## src/design/c8_pkg.sv

```systemverilog
// Package: word types, opcode constants, controller codes and font table for the CHIP-8 core.
`default_nettype none
package c8_pkg;

  localparam int ADDR_W        = 12;
  localparam int MEM_BYTES     = 4096;
  localparam int SCREEN_WIDTH  = 64;
  localparam int SCREEN_HEIGHT = 32;
  localparam int ROW_W         = 5;
  localparam int FONT_BYTES    = 80;

  localparam logic [11:0] FONT_BASE = 12'h050;
  localparam logic [11:0] PC_START  = 12'h200;
  localparam logic [11:0] ADDR_LAST = 12'hFFF;

  localparam logic [2:0] ACT_EXEC = 3'd0;
  localparam logic [2:0] ACT_TICK = 3'd1;
  localparam logic [2:0] ACT_LOAD = 3'd2;
  localparam logic [2:0] ACT_KEY  = 3'd3;
  localparam logic [2:0] ACT_ROW  = 3'd4;

  localparam logic [3:0] OP_SYS  = 4'h0;
  localparam logic [3:0] OP_JP   = 4'h1;
  localparam logic [3:0] OP_CALL = 4'h2;
  localparam logic [3:0] OP_SEB  = 4'h3;
  localparam logic [3:0] OP_SNEB = 4'h4;
  localparam logic [3:0] OP_SER  = 4'h5;
  localparam logic [3:0] OP_LDB  = 4'h6;
  localparam logic [3:0] OP_ADDB = 4'h7;
  localparam logic [3:0] OP_ALU  = 4'h8;
  localparam logic [3:0] OP_SNER = 4'h9;
  localparam logic [3:0] OP_LDI  = 4'hA;
  localparam logic [3:0] OP_JPV0 = 4'hB;
  localparam logic [3:0] OP_RND  = 4'hC;
  localparam logic [3:0] OP_DRW  = 4'hD;
  localparam logic [3:0] OP_KEY  = 4'hE;
  localparam logic [3:0] OP_MISC = 4'hF;

  localparam logic [7:0] SYS_CLS = 8'hE0;
  localparam logic [7:0] SYS_RET = 8'hEE;
  localparam logic [7:0] KEY_SKP  = 8'h9E;
  localparam logic [7:0] KEY_SKNP = 8'hA1;
  localparam logic [7:0] FX_GETDT = 8'h07;
  localparam logic [7:0] FX_SETDT = 8'h15;
  localparam logic [7:0] FX_SETST = 8'h18;
  localparam logic [7:0] FX_ADDI  = 8'h1E;
  localparam logic [7:0] FX_FONT  = 8'h29;
  localparam logic [7:0] FX_BCD   = 8'h33;
  localparam logic [7:0] FX_STORE = 8'h55;
  localparam logic [7:0] FX_LOAD  = 8'h65;

  localparam logic [3:0] ALU_MOV = 4'h0;
  localparam logic [3:0] ALU_OR  = 4'h1;
  localparam logic [3:0] ALU_AND = 4'h2;
  localparam logic [3:0] ALU_XOR = 4'h3;
  localparam logic [3:0] ALU_ADD = 4'h4;
  localparam logic [3:0] ALU_SUB = 4'h5;
  localparam logic [3:0] ALU_SHR = 4'h6;
  localparam logic [3:0] ALU_SBN = 4'h7;
  localparam logic [3:0] ALU_SHL = 4'hE;

  localparam logic [3:0] FLAG_REG = 4'hF;

  typedef struct packed {
    logic [2:0]  action;
    logic [11:0] load_address;
    logic [7:0]  load_data;
    logic [3:0]  key_index;
    logic        key_down;
    logic [4:0]  row_index;
    logic [7:0]  random_byte;
  } in_word_t;

  typedef struct packed {
    logic [11:0] program_counter;
    logic        sound_active;
    logic [63:0] display_row;
  } out_word_t;

  typedef enum logic [4:0] {
    S_CLEAR, S_IDLE, S_DISPATCH, S_FETCH_HI, S_FETCH_LO, S_READ_X, S_READ_Y, S_EXEC,
    S_DR_RD, S_DR_WR, S_DR_FLAG, S_RND, S_BCD, S_ST_RD, S_ST_WR, S_LD_RD, S_LD_WR, S_DONE
  } state_t;

  typedef enum logic [4:0] {
    CMD_NONE, CMD_CLEAR, CMD_DISPATCH, CMD_FETCH_HI, CMD_FETCH_LO, CMD_READ_X, CMD_READ_Y,
    CMD_EXEC, CMD_DR_RD, CMD_DR_WR, CMD_DR_FLAG, CMD_RND, CMD_BCD, CMD_ST_RD, CMD_ST_WR,
    CMD_LD_RD, CMD_LD_WR, CMD_DONE
  } cmd_t;

  typedef struct packed {
    cmd_t cmd;
    logic capture;
    logic load_out;
  } ctrl_t;

  typedef struct packed {
    logic [2:0] action;
    logic [3:0] op;
    logic [7:0] lo;
    logic       clear_done;
    logic       cnt_is_x;
    logic       dr_done;
    logic       rnd_last;
    logic       bcd_last;
  } dp_status_t;

  localparam logic [7:0] GLYPHS [FONT_BYTES] = '{
    8'hF0, 8'h90, 8'h90, 8'h90, 8'hF0, 8'h20, 8'h60, 8'h20, 8'h20, 8'h70,
    8'hF0, 8'h10, 8'hF0, 8'h80, 8'hF0, 8'hF0, 8'h10, 8'hF0, 8'h10, 8'hF0,
    8'h90, 8'h90, 8'hF0, 8'h10, 8'h10, 8'hF0, 8'h80, 8'hF0, 8'h10, 8'hF0,
    8'hF0, 8'h80, 8'hF0, 8'h90, 8'hF0, 8'hF0, 8'h10, 8'h20, 8'h40, 8'h40,
    8'hF0, 8'h90, 8'hF0, 8'h90, 8'hF0, 8'hF0, 8'h90, 8'hF0, 8'h10, 8'hF0,
    8'hF0, 8'h90, 8'hF0, 8'h90, 8'h90, 8'hE0, 8'h90, 8'hE0, 8'h90, 8'hE0,
    8'hF0, 8'h80, 8'h80, 8'h80, 8'hF0, 8'hE0, 8'h90, 8'h90, 8'h90, 8'hE0,
    8'hF0, 8'h80, 8'hF0, 8'h80, 8'hF0, 8'hF0, 8'h80, 8'hF0, 8'h80, 8'h80
  };

  function automatic logic [7:0] font_byte(input logic [11:0] a);
    logic [11:0] off;
    off = a - FONT_BASE;
    if (a >= FONT_BASE && off < 12'(FONT_BYTES)) return GLYPHS[off[6:0]];
    return 8'h00;
  endfunction

endpackage
`default_nettype wire

```

## src/design/c8_ctrl.sv

```systemverilog
// Controller: sequencing state machine for the CHIP-8 core.
`default_nettype none
module c8_ctrl
  import c8_pkg::*;
(
  input  wire        clk,
  input  wire        rst,
  input  wire        in_valid,
  output logic       in_stall,
  output logic       out_valid,
  input  wire        out_stall,
  input  dp_status_t status,
  output ctrl_t      ctrl
);

  state_t state, state_next;

  always_ff @(posedge clk) begin
    if (rst) begin
      state     <= S_CLEAR;
      out_valid <= 1'b0;
    end else begin
      state <= state_next;
      if (ctrl.load_out) out_valid <= 1'b1;
      else if (!out_stall) out_valid <= 1'b0;
    end
  end

  always_comb begin
    state_next = state;
    case (state)
      S_CLEAR:    if (status.clear_done) state_next = S_IDLE;
      S_IDLE:     if (in_valid) state_next = S_DISPATCH;
      S_DISPATCH: state_next = (status.action == ACT_EXEC) ? S_FETCH_HI : S_DONE;
      S_FETCH_HI: state_next = S_FETCH_LO;
      S_FETCH_LO: state_next = S_READ_X;
      S_READ_X:   state_next = S_READ_Y;
      S_READ_Y:   state_next = S_EXEC;
      S_EXEC: begin
        case (status.op)
          OP_DRW:  state_next = S_DR_RD;
          OP_RND:  state_next = (status.lo != 8'h00) ? S_RND : S_DONE;
          OP_MISC: begin
            case (status.lo)
              FX_BCD:   state_next = S_BCD;
              FX_STORE: state_next = S_ST_RD;
              FX_LOAD:  state_next = S_LD_RD;
              default:  state_next = S_DONE;
            endcase
          end
          default: state_next = S_DONE;
        endcase
      end
      S_DR_RD:   state_next = status.dr_done ? S_DR_FLAG : S_DR_WR;
      S_DR_WR:   state_next = S_DR_RD;
      S_DR_FLAG: state_next = S_DONE;
      S_RND:     if (status.rnd_last) state_next = S_DONE;
      S_BCD:     if (status.bcd_last) state_next = S_DONE;
      S_ST_RD:   state_next = S_ST_WR;
      S_ST_WR:   state_next = status.cnt_is_x ? S_DONE : S_ST_RD;
      S_LD_RD:   state_next = S_LD_WR;
      S_LD_WR:   state_next = status.cnt_is_x ? S_DONE : S_LD_RD;
      S_DONE:    if (!out_valid || !out_stall) state_next = S_IDLE;
      default:   state_next = S_CLEAR;
    endcase
  end

  always_comb begin
    in_stall      = (state != S_IDLE);
    ctrl.capture  = (state == S_IDLE) && in_valid;
    ctrl.load_out = (state == S_DONE) && (!out_valid || !out_stall);
    case (state)
      S_CLEAR:    ctrl.cmd = CMD_CLEAR;
      S_DISPATCH: ctrl.cmd = CMD_DISPATCH;
      S_FETCH_HI: ctrl.cmd = CMD_FETCH_HI;
      S_FETCH_LO: ctrl.cmd = CMD_FETCH_LO;
      S_READ_X:   ctrl.cmd = CMD_READ_X;
      S_READ_Y:   ctrl.cmd = CMD_READ_Y;
      S_EXEC:     ctrl.cmd = CMD_EXEC;
      S_DR_RD:    ctrl.cmd = CMD_DR_RD;
      S_DR_WR:    ctrl.cmd = CMD_DR_WR;
      S_DR_FLAG:  ctrl.cmd = CMD_DR_FLAG;
      S_RND:      ctrl.cmd = CMD_RND;
      S_BCD:      ctrl.cmd = CMD_BCD;
      S_ST_RD:    ctrl.cmd = CMD_ST_RD;
      S_ST_WR:    ctrl.cmd = CMD_ST_WR;
      S_LD_RD:    ctrl.cmd = CMD_LD_RD;
      S_LD_WR:    ctrl.cmd = CMD_LD_WR;
      S_DONE:     ctrl.cmd = CMD_DONE;
      default:    ctrl.cmd = CMD_NONE;
    endcase
  end

endmodule
`default_nettype wire

```

## config.mk

```make
export PLATFORM = sky130hd
export DESIGN_NAME = c8_ctrl
export DESIGN_NICKNAME = d
export VERILOG_FILES = /design/src/design/c8_pkg.sv /design/src/design/c8_ctrl.sv
export SDC_FILE = /design/constraint.sdc
export NUM_CORES = 1
export LEC_CHECK = 0
export ABC_AREA = 1
export BUFFER_PORTS_ARGS = -buffer_cell sky130_fd_sc_hd__clkbuf_2
export CORE_MARGIN = 2
export CORE_UTILIZATION = 50
export CTS_CLUSTER_DIAMETER = 30
export DETAILED_ROUTE_END_ITERATION = 7
export PLACE_DENSITY = 0.8
export SLEW_MARGIN = 20
export SYNTH_ARGS = -nofsm -noshare
export SYNTH_HDL_FRONTEND = slang
export SYNTH_SLANG_ARGS = --single-unit
```

## constraint.sdc

```tcl
create_clock -name clk -period 6.7 [get_ports clk]
set_clock_uncertainty 0.2 [all_clocks]
set_input_delay 0.335 -clock clk [delete_from_list [all_inputs] [get_ports clk]]
set_output_delay 0.335 -clock clk [all_outputs]
set_load 0.05 [all_outputs]
```

-- Word level (Yosys, flattened, before mapping)
Memory sizes are Yosys's and may differ from the RTL's. A register that Yosys moved wholly into a read port is not among the register bits.
Cells that the tools add are included.
- bits in registers: 6
- ROM bits: 160
- output and inout port bits: 9
- word-level logic and storage cells: 59
- memories: 1
- memory list (name ; words ; width ; rd ports ; clocked after Yosys merged registers in ; write ports ; line ; source):
    (name not given) ; 32 ; 5 ; 1 ; 1 ; 0 ; c8_ctrl.sv:72 ; case (state)
- equality and inequality tests: 30
- muxes and demuxes: 17
- reduce and logical (&&, ||, !) cells: 9
- operators by type and width (kind ; count):
    $pmux 5 s18 ; 1
    $mux 5 ; 11
    $eq 5x4->1 const B ; 8
    $pmux 5 s3 ; 2
    $eq 5x3->1 const B ; 4
    $eq 8x7->1 const B ; 2
    $eq 4x4->1 const B ; 3
    $eq 5x2->1 const B ; 2
    $eq 5x5->1 const B ; 2
    $ne 2x2->1 const B ; 5
    $eq 8x6->1 const B ; 1
    $reduce_bool 8->1 ; 1
    $eq 5x1->1 const B ; 1
    $logic_not 5->1 ; 1
    $ne 5x1->1 const B ; 1
    $reduce_and 5->1 ; 1
    $logic_not 3->1 ; 1
    $logic_and 1x1->1 ; 2
    $logic_not 1->1 ; 2
    $mux 1 ; 2
    $mux 2 ; 1
    $ne 2x1->1 const B ; 1
    $logic_or 1x1->1 ; 1

-- Longest topological paths before layout
Gate-level depths: netlist of the first run.
- depth in word-level cells: 6
- gate-level depth with buffers: 17
- depth with buffers taken out: 17

-- Worst setup path before layout of the first run
No wires, ideal clock.
- kind: register to output
- start: reg state[2]
- end: out ctrl[1] (netlist bit)
- arrival: 1.717 ns
- data required time: 6.165 ns
- path slack: 4.448 ns
- cell stages (with the launch flop): 6
- cell sequence: dfxtp_1 -> nor2_1 -> nand2_1 -> nor2_1 -> inv_1 -> nor2_1
- RTL lines (what ; line ; source):
    start: declaration ; c8_ctrl.sv:16 ; state_t state, state_next;
    start signal: assignment ; c8_ctrl.sv:23 ; state <= state_next;
    end: declaration ; c8_ctrl.sv:13 ; output ctrl_t ctrl

-- Worst setup path after layout of the first run
- start: reg state[4]
- end: reg ctrl[2] (netlist name)
- cells in the longest elaborated chain, start to end: 5
- RTL lines (what ; line ; source):
    $eq 5x5->1 (tied with other cells) ; c8_ctrl.sv:31 ; case (state)
    $ne 2x2->1 (no line) ; -- ;
    $reduce_and 5->1 (no line) ; -- ;
    $mux 5 (no line) (*) (2 in series) ; -- ;
Every way passes the cells marked *; elsewhere a longest branch is shown, timed or not.
A chain may end at the register's enable or synchronous reset.

==> results.sh, run 1 <==
export IMPL_tritoncts_num_sinks=11
export IMPL_post_route_worst_setup_slack_ns=4.18
export IMPL_cell_int_power_mw=0.186
export IMPL_synth_seq_area_share=0.239
export IMPL_post_synth_cell_area_avg_um2=5.45
export IMPL_timing_final_crit_period_ns=2.52
export IMPL_routability_congestion=0.895
export IMPL_i_o_buffers=32
export IMPL_yosys_area_share_simple=0.541
export IMPL_cts_repair_resized=0
export IMPL_pwr_share_seq=0.269
export IMPL_dp_hpwl_um=1930
export IMPL_maxSlewHeadroom=0.716
export IMPL_synth_compound_gate_area_share=0.0870
export IMPL_fmax_mhz=397
export IMPL_ys_seq_elements=11
export IMPL_cp_slowest_cell="sky130_fd_sc_hd__dfxtp_1"
export IMPL_cts_htree_levels=1
export IMPL_post_drt_wl_per_cell_um=9.81
export IMPL_p_sw_mw=0.224
export IMPL_grt_pass1_wl_um=3780
export IMPL_synth_xor_area_share=0
export IMPL_number_of_pins_with_negative_max_slew_slack_in_the_final_report=0
export IMPL_starting_density_of_the_core=0.533
export IMPL_fp_dieH_um=46.9
export IMPL_yosys_warning_total=0
export IMPL_place_inst=225
export IMPL_crit_path_start="state[4]"
export IMPL_ir_drop_mv=0.310
export IMPL_row_count=15
export IMPL_holdBufCountCts=0
export IMPL_worst_path_max_fanout=11
export IMPL_yosysTopAreaCell="sky130_fd_sc_hd__dfxtp_1"
export IMPL_worst_ep_arrival_time_ns=2.48
export IMPL_status="finished, final reports clean"
export IMPL_netlist_area_leader_share=0.239
export IMPL_cts_root_buffer_cell="sky130_fd_sc_hd__clkbuf_4"
export IMPL_post_dp_cell_area_um2=1110
export IMPL_fin_area_um2=1130
export IMPL_fin_crit_sh=0.376
export IMPL_synth_main_ff_cell="sky130_fd_sc_hd__dfxtp_1"
export IMPL_total_of_endpoints_with_negative_setup_slack_in_the_final_report=0
export IMPL_fin_setup_tns_ns=0
export IMPL_grt_antenna_before_repair=0
export IMPL_area_delta_synth_final_pct=23.1
export IMPL_route_vias_total=1109
export IMPL_core_area_um2=1730
export IMPL_holdCritStartpoint="rst"
export IMPL_timing_max_cap_violations=0
export IMPL_sw_frac_of_total=0.546
export IMPL_power_per_cell_area_nw_per_um2=361
export IMPL_worst_slew_pin_slew_ns=0.425
export IMPL_syn_cell_area_um2=921
export IMPL_drc=0
export IMPL_post_synthesis_cell_type_count=20
export IMPL_library_cell_with_the_highest_instance_count_after_synthesis="sky130_fd_sc_hd__nand2_1"
export IMPL_setup_repair_after_global_routing_missed_its_margin="false"
export IMPL_tritoncts_clock_tree="done"
export IMPL_global_route_usage_total=0.232
export IMPL_cts_buffers_inserted=3
export IMPL_crit_reg2reg_launch="state[4]"
export IMPL_end_kind="flip-flop"
export IMPL_ant_nets=0
export IMPL_number_of_global_route_vias_before_repair=967
export IMPL_p_leak_nw=0.676
export IMPL_die_area_um2=2200
export IMPL_postSynthNetCount=194
export IMPL_hold_wc_path_type="in -> reg"
export IMPL_max_clock_path_buffers=2
export IMPL_synthTopCellsByCount="44 x sky130_fd_sc_hd__nand2_1, 31 x sky130_fd_sc_hd__nor2_1, 26 x sky130_fd_sc_hd__inv_1, 24 x sky130_fd_sc_hd__nand3_1, 11 x sky130_fd_sc_hd__dfxtp_1"
export IMPL_dr_first_iter_drc_count=29
export IMPL_grt_start_max_net_pins=12
export IMPL_post_synth_fa_ha_maj_area_fraction=0.0136
export IMPL_p_comb_frac=0.625
export IMPL_timing_worst_setup_path_type="reg -> reg"
export IMPL_grt_overflow_total=0
export IMPL_wirelength_um=2250
export IMPL_startpoint_type="flip-flop"
export IMPL_synth_edf_count=0
export IMPL_detailedPlace_worstSlack_ns=4.23
export IMPL_worst_path_largest_cell_delay_ns=0.58
export IMPL_finish_net_count=230
export IMPL_crit_chain="inv_2 -> nand3_1 -> or2_1 -> nand2_1 -> nor2_1 -> nand2_1 -> a21oi_1 -> inv_1 -> ha_1 -> inv_1 -> nand3_1 -> nand3_1 -> nand2_1"
export IMPL_die_width_um=46.9
export IMPL_finalHoldViolCount=0
export IMPL_stdcell_count=229
export IMPL_worstPathBufferInverterCount=3
export IMPL_post_cts_setup_buffers=0
export IMPL_post_drt_via_cell_ratio=4.84
export IMPL_p_clk_frac=0.106
export IMPL_postSynthCellCount=169
export IMPL_synthArstFlopShare=0
export IMPL_post_route_cells_drive_above_1_share=0.206
export IMPL_combinational_family_with_the_most_area_after_synthesis="simple AND/OR/NAND/NOR gates"
export IMPL_synth_area_top_cells="sky130_fd_sc_hd__dfxtp_1 24%, sky130_fd_sc_hd__nand2_1 18%, sky130_fd_sc_hd__nand3_1 13%"
export IMPL_muxShareOfSynthArea=0
export IMPL_insertion_delay_ns=0.26
export IMPL_critical_path_required_ns=6.66
export IMPL_crit_family="simple AND/OR/NAND/NOR gates"
export IMPL_count_of_tritonroute_iterations_in_the_first_routing_pass=4
export IMPL_antenna_cells_inserted=0
export IMPL_clk_transition_reported_paths_ns=0.07
export IMPL_num_io_pins=33
cell type report:
type,instances,area (um^2)
Timing Repair Buffer,32,160
Fill cell,184,593
Clock buffer,4,26.3
Tap cell,25,31.3
Sequential cell,11,220
Inverter,28,105
Multi-Input combinational cell,129,591
power groups by stage:
stage                     sequential, mW  clock (mW)  combinational, mW
after floorplan                    0.142           0              0.166
after global placement             0.111           0              0.256
after detailed placement           0.110           0              0.256
after CTS                          0.109      0.0435              0.257
after global routing               0.114      0.0479              0.288
final                              0.110      0.0433              0.256
worst paths after layout:
| check | endpoint | slack [ns] | depth (start not counted) |
|---|---|---|---|
| worst max-delay path | ctrl[2] | 4.18 | 13 |
| worst min-delay path | out_valid | 0.08 | 2 |
| worst max register to register | ctrl[2] | 4.18 | 13 |
| worst min register to register | out_valid | 0.28 | 2 |
logic make-up after synthesis:
| kind of cell | count (synthesis) |
|---|---|
| AND/OR/NAND/NOR | 114 |
| AO/OA/AOI/OAI | 14 |
| buffers and inverters | 29 |
| flip-flops | 11 |
| adder cells (fa/ha/maj) | 1 |
cell usage in the layout (no fill, tap or decap), types with 2 or more instances in the layout:
cell type and n:
sky130_fd_sc_hd__clkbuf_4 3, sky130_fd_sc_hd__nand4_1 5, sky130_fd_sc_hd__nor3_1 2, sky130_fd_sc_hd__dfxtp_1 11, sky130_fd_sc_hd__clkbuf_2 32, sky130_fd_sc_hd__o21ai_0 7
sky130_fd_sc_hd__nand2_1 44, sky130_fd_sc_hd__inv_2 2, sky130_fd_sc_hd__nor2_1 31, sky130_fd_sc_hd__o21a_1 2, sky130_fd_sc_hd__inv_1 26, sky130_fd_sc_hd__nand3_1 24
sky130_fd_sc_hd__a21oi_1 3, sky130_fd_sc_hd__nor2_2 4
sequential cells by signal, indices dropped and copies added (netlist names):
signal,flops
ctrl,5
state,5
out_valid,1
metal layers:
metal / GRT usage / vias up / routed length, um
li1: - / 606 / -
met1: 0.311 / 476 / 1040
met2: 0.405 / 27 / 1110
met3: 0.0269 / 0 / 97
met4: 0.0389 / 0 / 0
met5: 0 / - / 0
per-stage QoR:
stage | total power [mW] | hold WS, ns | util
floorplan | 0.308 | 0.204 | -
global placement | 0.367 | 0.267 | 0.641
detailed placement | 0.366 | 0.273 | 0.641
CTS | 0.409 | 0.0816 | 0.657
global route | 0.450 | 0.0709 | 0.657
finish | 0.410 | 0.0812 | 0.657
Power figures use the tool's default switching activity.
==> run 2: changes to the inputs <==
ABC_AREA = 0   (was 1)
PLACE_DENSITY = 0.79   (was 0.8)
clock period = 2.4 ns   (was 6.7 ns; I/O delays follow)
==> results.sh, run 2 <==
export IMPL_fin_crit_sh=1.06
export IMPL_fp_dieH_um=49.0
export IMPL_postSynthNetCount=153
export IMPL_p_leak_nw=0.682
export IMPL_clk_transition_reported_paths_ns=0.07
export IMPL_fin_setup_tns_ns=-0.150
export IMPL_p_comb_frac=0.681
export IMPL_wirelength_um=3710
export IMPL_ir_drop_mv=0.702
export IMPL_cts_root_buffer_cell="sky130_fd_sc_hd__clkbuf_4"
export IMPL_syn_cell_area_um2=1010
export IMPL_grt_antenna_before_repair=0
export IMPL_place_inst=216
export IMPL_tritoncts_num_sinks=11
export IMPL_multi_input_area_um2=798
export IMPL_library_cell_with_the_highest_instance_count_after_synthesis="sky130_fd_sc_hd__nand2_1"
export IMPL_final_core_utilization=0.818
export IMPL_timing_max_cap_violations=0
export IMPL_post_route_cells_drive_above_1_share=0.543
export IMPL_antenna_cells_inserted=0
export IMPL_dr_first_iter_drc_count=31
export IMPL_finalHoldViolCount=0
export IMPL_post_route_worst_setup_slack_ns=-0.150
export IMPL_area_delta_synth_final_pct=56.8
export IMPL_final_common_cell="sky130_fd_sc_hd__buf_4"
export IMPL_post_drt_wl_per_cell_um=16.6
export IMPL_sw_frac_of_total=0.446
export IMPL_setup_repair_after_global_routing_missed_its_margin="true"
export IMPL_global_route_usage_total=0.310
export IMPL_detailedPlace_worstSlack_ns=-0.231
export IMPL_grt_pass1_wl_um=5890
export IMPL_post_synthesis_cell_type_count=55
export IMPL_finish_net_count=223
export IMPL_mostFrequentLayoutCells="37 x sky130_fd_sc_hd__buf_4, 32 x sky130_fd_sc_hd__clkbuf_2, 12 x sky130_fd_sc_hd__nand2_1, 10 x sky130_fd_sc_hd__a21oi_1, 7 x sky130_fd_sc_hd__dfxtp_1"
export IMPL_cts_htree_levels=1
export IMPL_power_per_cell_area_nw_per_um2=769
export IMPL_die_area_um2=2400
export IMPL_timing_worst_setup_path_type="reg -> reg"
export IMPL_starting_density_of_the_core=0.522
export IMPL_filler_cell_count=130
export IMPL_tritoncts_clock_tree="done"
export IMPL_routability_congestion=0.898
export IMPL_stdcell_count=224
export IMPL_grt_overflow_total=0
export IMPL_startpoint_type="flip-flop"
export IMPL_count_of_tritonroute_iterations_in_the_first_routing_pass=7
export IMPL_dominant_cell_type_by_count_on_the_critical_path="sky130_fd_sc_hd__a21o_1"
export IMPL_post_drt_via_cell_ratio=5.96
export IMPL_synth_main_ff_cell="sky130_fd_sc_hd__dfxtp_1"
export IMPL_ant_nets=0
export IMPL_i_o_buffers=32
export IMPL_ys_seq_elements=11
export IMPL_synth_area_top_cells="sky130_fd_sc_hd__dfxtp_1 22%, sky130_fd_sc_hd__a21oi_1 4.9%, sky130_fd_sc_hd__nand2_1 4.4%"
export IMPL_crit_chain="buf_6 -> nor4b_4 -> nand4_1 -> and3_4 -> o21ai_2 -> a21o_1 -> a21o_1 -> ha_1 -> mux2_4 -> mux2_2"
export IMPL_synth_seq_area_share=0.217
export IMPL_synth_edf_count=0
export IMPL_max_clock_path_buffers=2
export IMPL_row_count=16
export IMPL_worst_slew_pin_slew_ns=0.522
export IMPL_worst_path_largest_cell_delay_ns=0.38
export IMPL_cp_slowest_cell="sky130_fd_sc_hd__dfxtp_4"
export IMPL_yosys_warning_total=0
export IMPL_worst_path_max_fanout=7
export IMPL_grt_start_max_net_pins=15
export IMPL_num_io_pins=33
export IMPL_drc=0
export IMPL_worst_ep_arrival_time_ns=2.51
export IMPL_cell_int_power_mw=0.677
export IMPL_postSynthCellCount=128
export IMPL_synthArstFlopShare=0
export IMPL_violations_in_the_final_reports="negative setup slack"
export IMPL_end_kind="flip-flop"
export IMPL_maxSlewHeadroom=0.650
export IMPL_yosysTopAreaCell="sky130_fd_sc_hd__dfxtp_1"
export IMPL_fmax_mhz=392
export IMPL_status="finished with violations"
export IMPL_cts_buffers_inserted=3
export IMPL_insertion_delay_ns=0.27
export IMPL_total_of_endpoints_with_negative_setup_slack_in_the_final_report=1
export IMPL_critical_path_required_ns=2.36
export IMPL_number_of_global_route_vias_before_repair=1328
export IMPL_core_area_um2=1940
export IMPL_pwr_share_seq=0.213
export IMPL_dp_hpwl_um=2710
export IMPL_timing_final_crit_period_ns=2.55
export IMPL_area_sequential_um2=230
export IMPL_synthTopCellsByCount="12 x sky130_fd_sc_hd__nand2_1, 11 x sky130_fd_sc_hd__dfxtp_1, 10 x sky130_fd_sc_hd__a21oi_1, 8 x sky130_fd_sc_hd__o21ai_0"
export IMPL_die_width_um=49.0
export IMPL_p_clk_frac=0.105
export IMPL_p_sw_mw=0.545
export IMPL_route_vias_total=1336
export IMPL_post_synth_cell_area_avg_um2=7.92
export IMPL_number_of_pins_with_negative_max_slew_slack_in_the_final_report=0
export IMPL_hold_slack_ns=0.0346
export IMPL_hold_wc_path_type="in -> reg"
export IMPL_netlist_area_leader_share=0.217
run 2: cell count changes in the layout (fill, tap and decap cells not counted), moves of 3 or more:
cell / change
sky130_fd_sc_hd__a21oi_1: +7
sky130_fd_sc_hd__buf_4: +37
sky130_fd_sc_hd__buf_6: +3
sky130_fd_sc_hd__dfxtp_1: -4
sky130_fd_sc_hd__inv_1: -24
sky130_fd_sc_hd__nand2_1: -32
sky130_fd_sc_hd__nand2b_1: +3
sky130_fd_sc_hd__nand3_1: -20
sky130_fd_sc_hd__nor2_1: -28
sky130_fd_sc_hd__nor2_2: -4
sky130_fd_sc_hd__nor4_1: +3
run 2: logic make-up after synthesis:
| logic type | share of synthesized area |
|---|---|
| simple gates | 0.357 |
| mux | 0.0457 |
| buf+inv | 0.0654 |
| compound gates | 0.294 |
| xor+xnor | 0.00864 |
| flops | 0.217 |
| fa+ha+maj | 0.0123 |
run 2: through the flow:
stage	power [mW]	area, um^2
after floorplan	0.709	1020
after global placement	0.974	1450
after detailed placement	0.995	1450
after CTS	1.18	1530
after global routing	1.29	1590
final	1.22	1590
run 2: what timing repair did:
action                                  in CTS  in global routing
endpoints found under the setup margin       1                  1
setup buffers                                1                  2
pin swaps                                    7                  5
gates resized for setup                     16                  8
endpoints found under the hold margin        1                  0
hold buffers                                 1                  0
run 2: cell type report:
class	instances	share of cell area
well taps	27	0.0213
multi-input cells	104	0.502
inverters	5	0.0118
flip-flops and latches	11	0.145
clock buffers	4	0.0165
repair buffers	73	0.303
run 2: worst max-delay path, delay by kind of cell, from the launching register on:
kind	cells	cell delay, ns
AND/OR/NAND/NOR	3	0.64
multiplexers	2	0.50
flip-flops	1	0.38
AO/OA/AOI/OAI	3	0.37
adder cells (fa/ha/maj)	1	0.21
buffers and inverters	1	0.13
run 2: worst paths after layout:
check	startpoint	endpoint	slack, ns	cells after the start
max	state[2]	ctrl[2]	-0.15	10
min	status[3]	state[2]	0.03	3
max reg2reg	state[2]	ctrl[2]	-0.15	10
min reg2reg	out_valid	out_valid	0.36	2
run 2: per-layer routing:
metal  wire length [um]  track usage
met5                  0            0
met2               1920        0.600
met1               1470        0.349
met3                234       0.0552
met4                 87       0.0667
run 2: power by group through the flow:
stage,clock [mW],combinational (mW),sequential [mW]
after CTS,0.129,0.789,0.258
after global routing,0.141,0.883,0.265
after floorplan,0,0.407,0.302
final,0.129,0.832,0.261
after detailed placement,0,0.743,0.252
after global placement,0,0.726,0.249
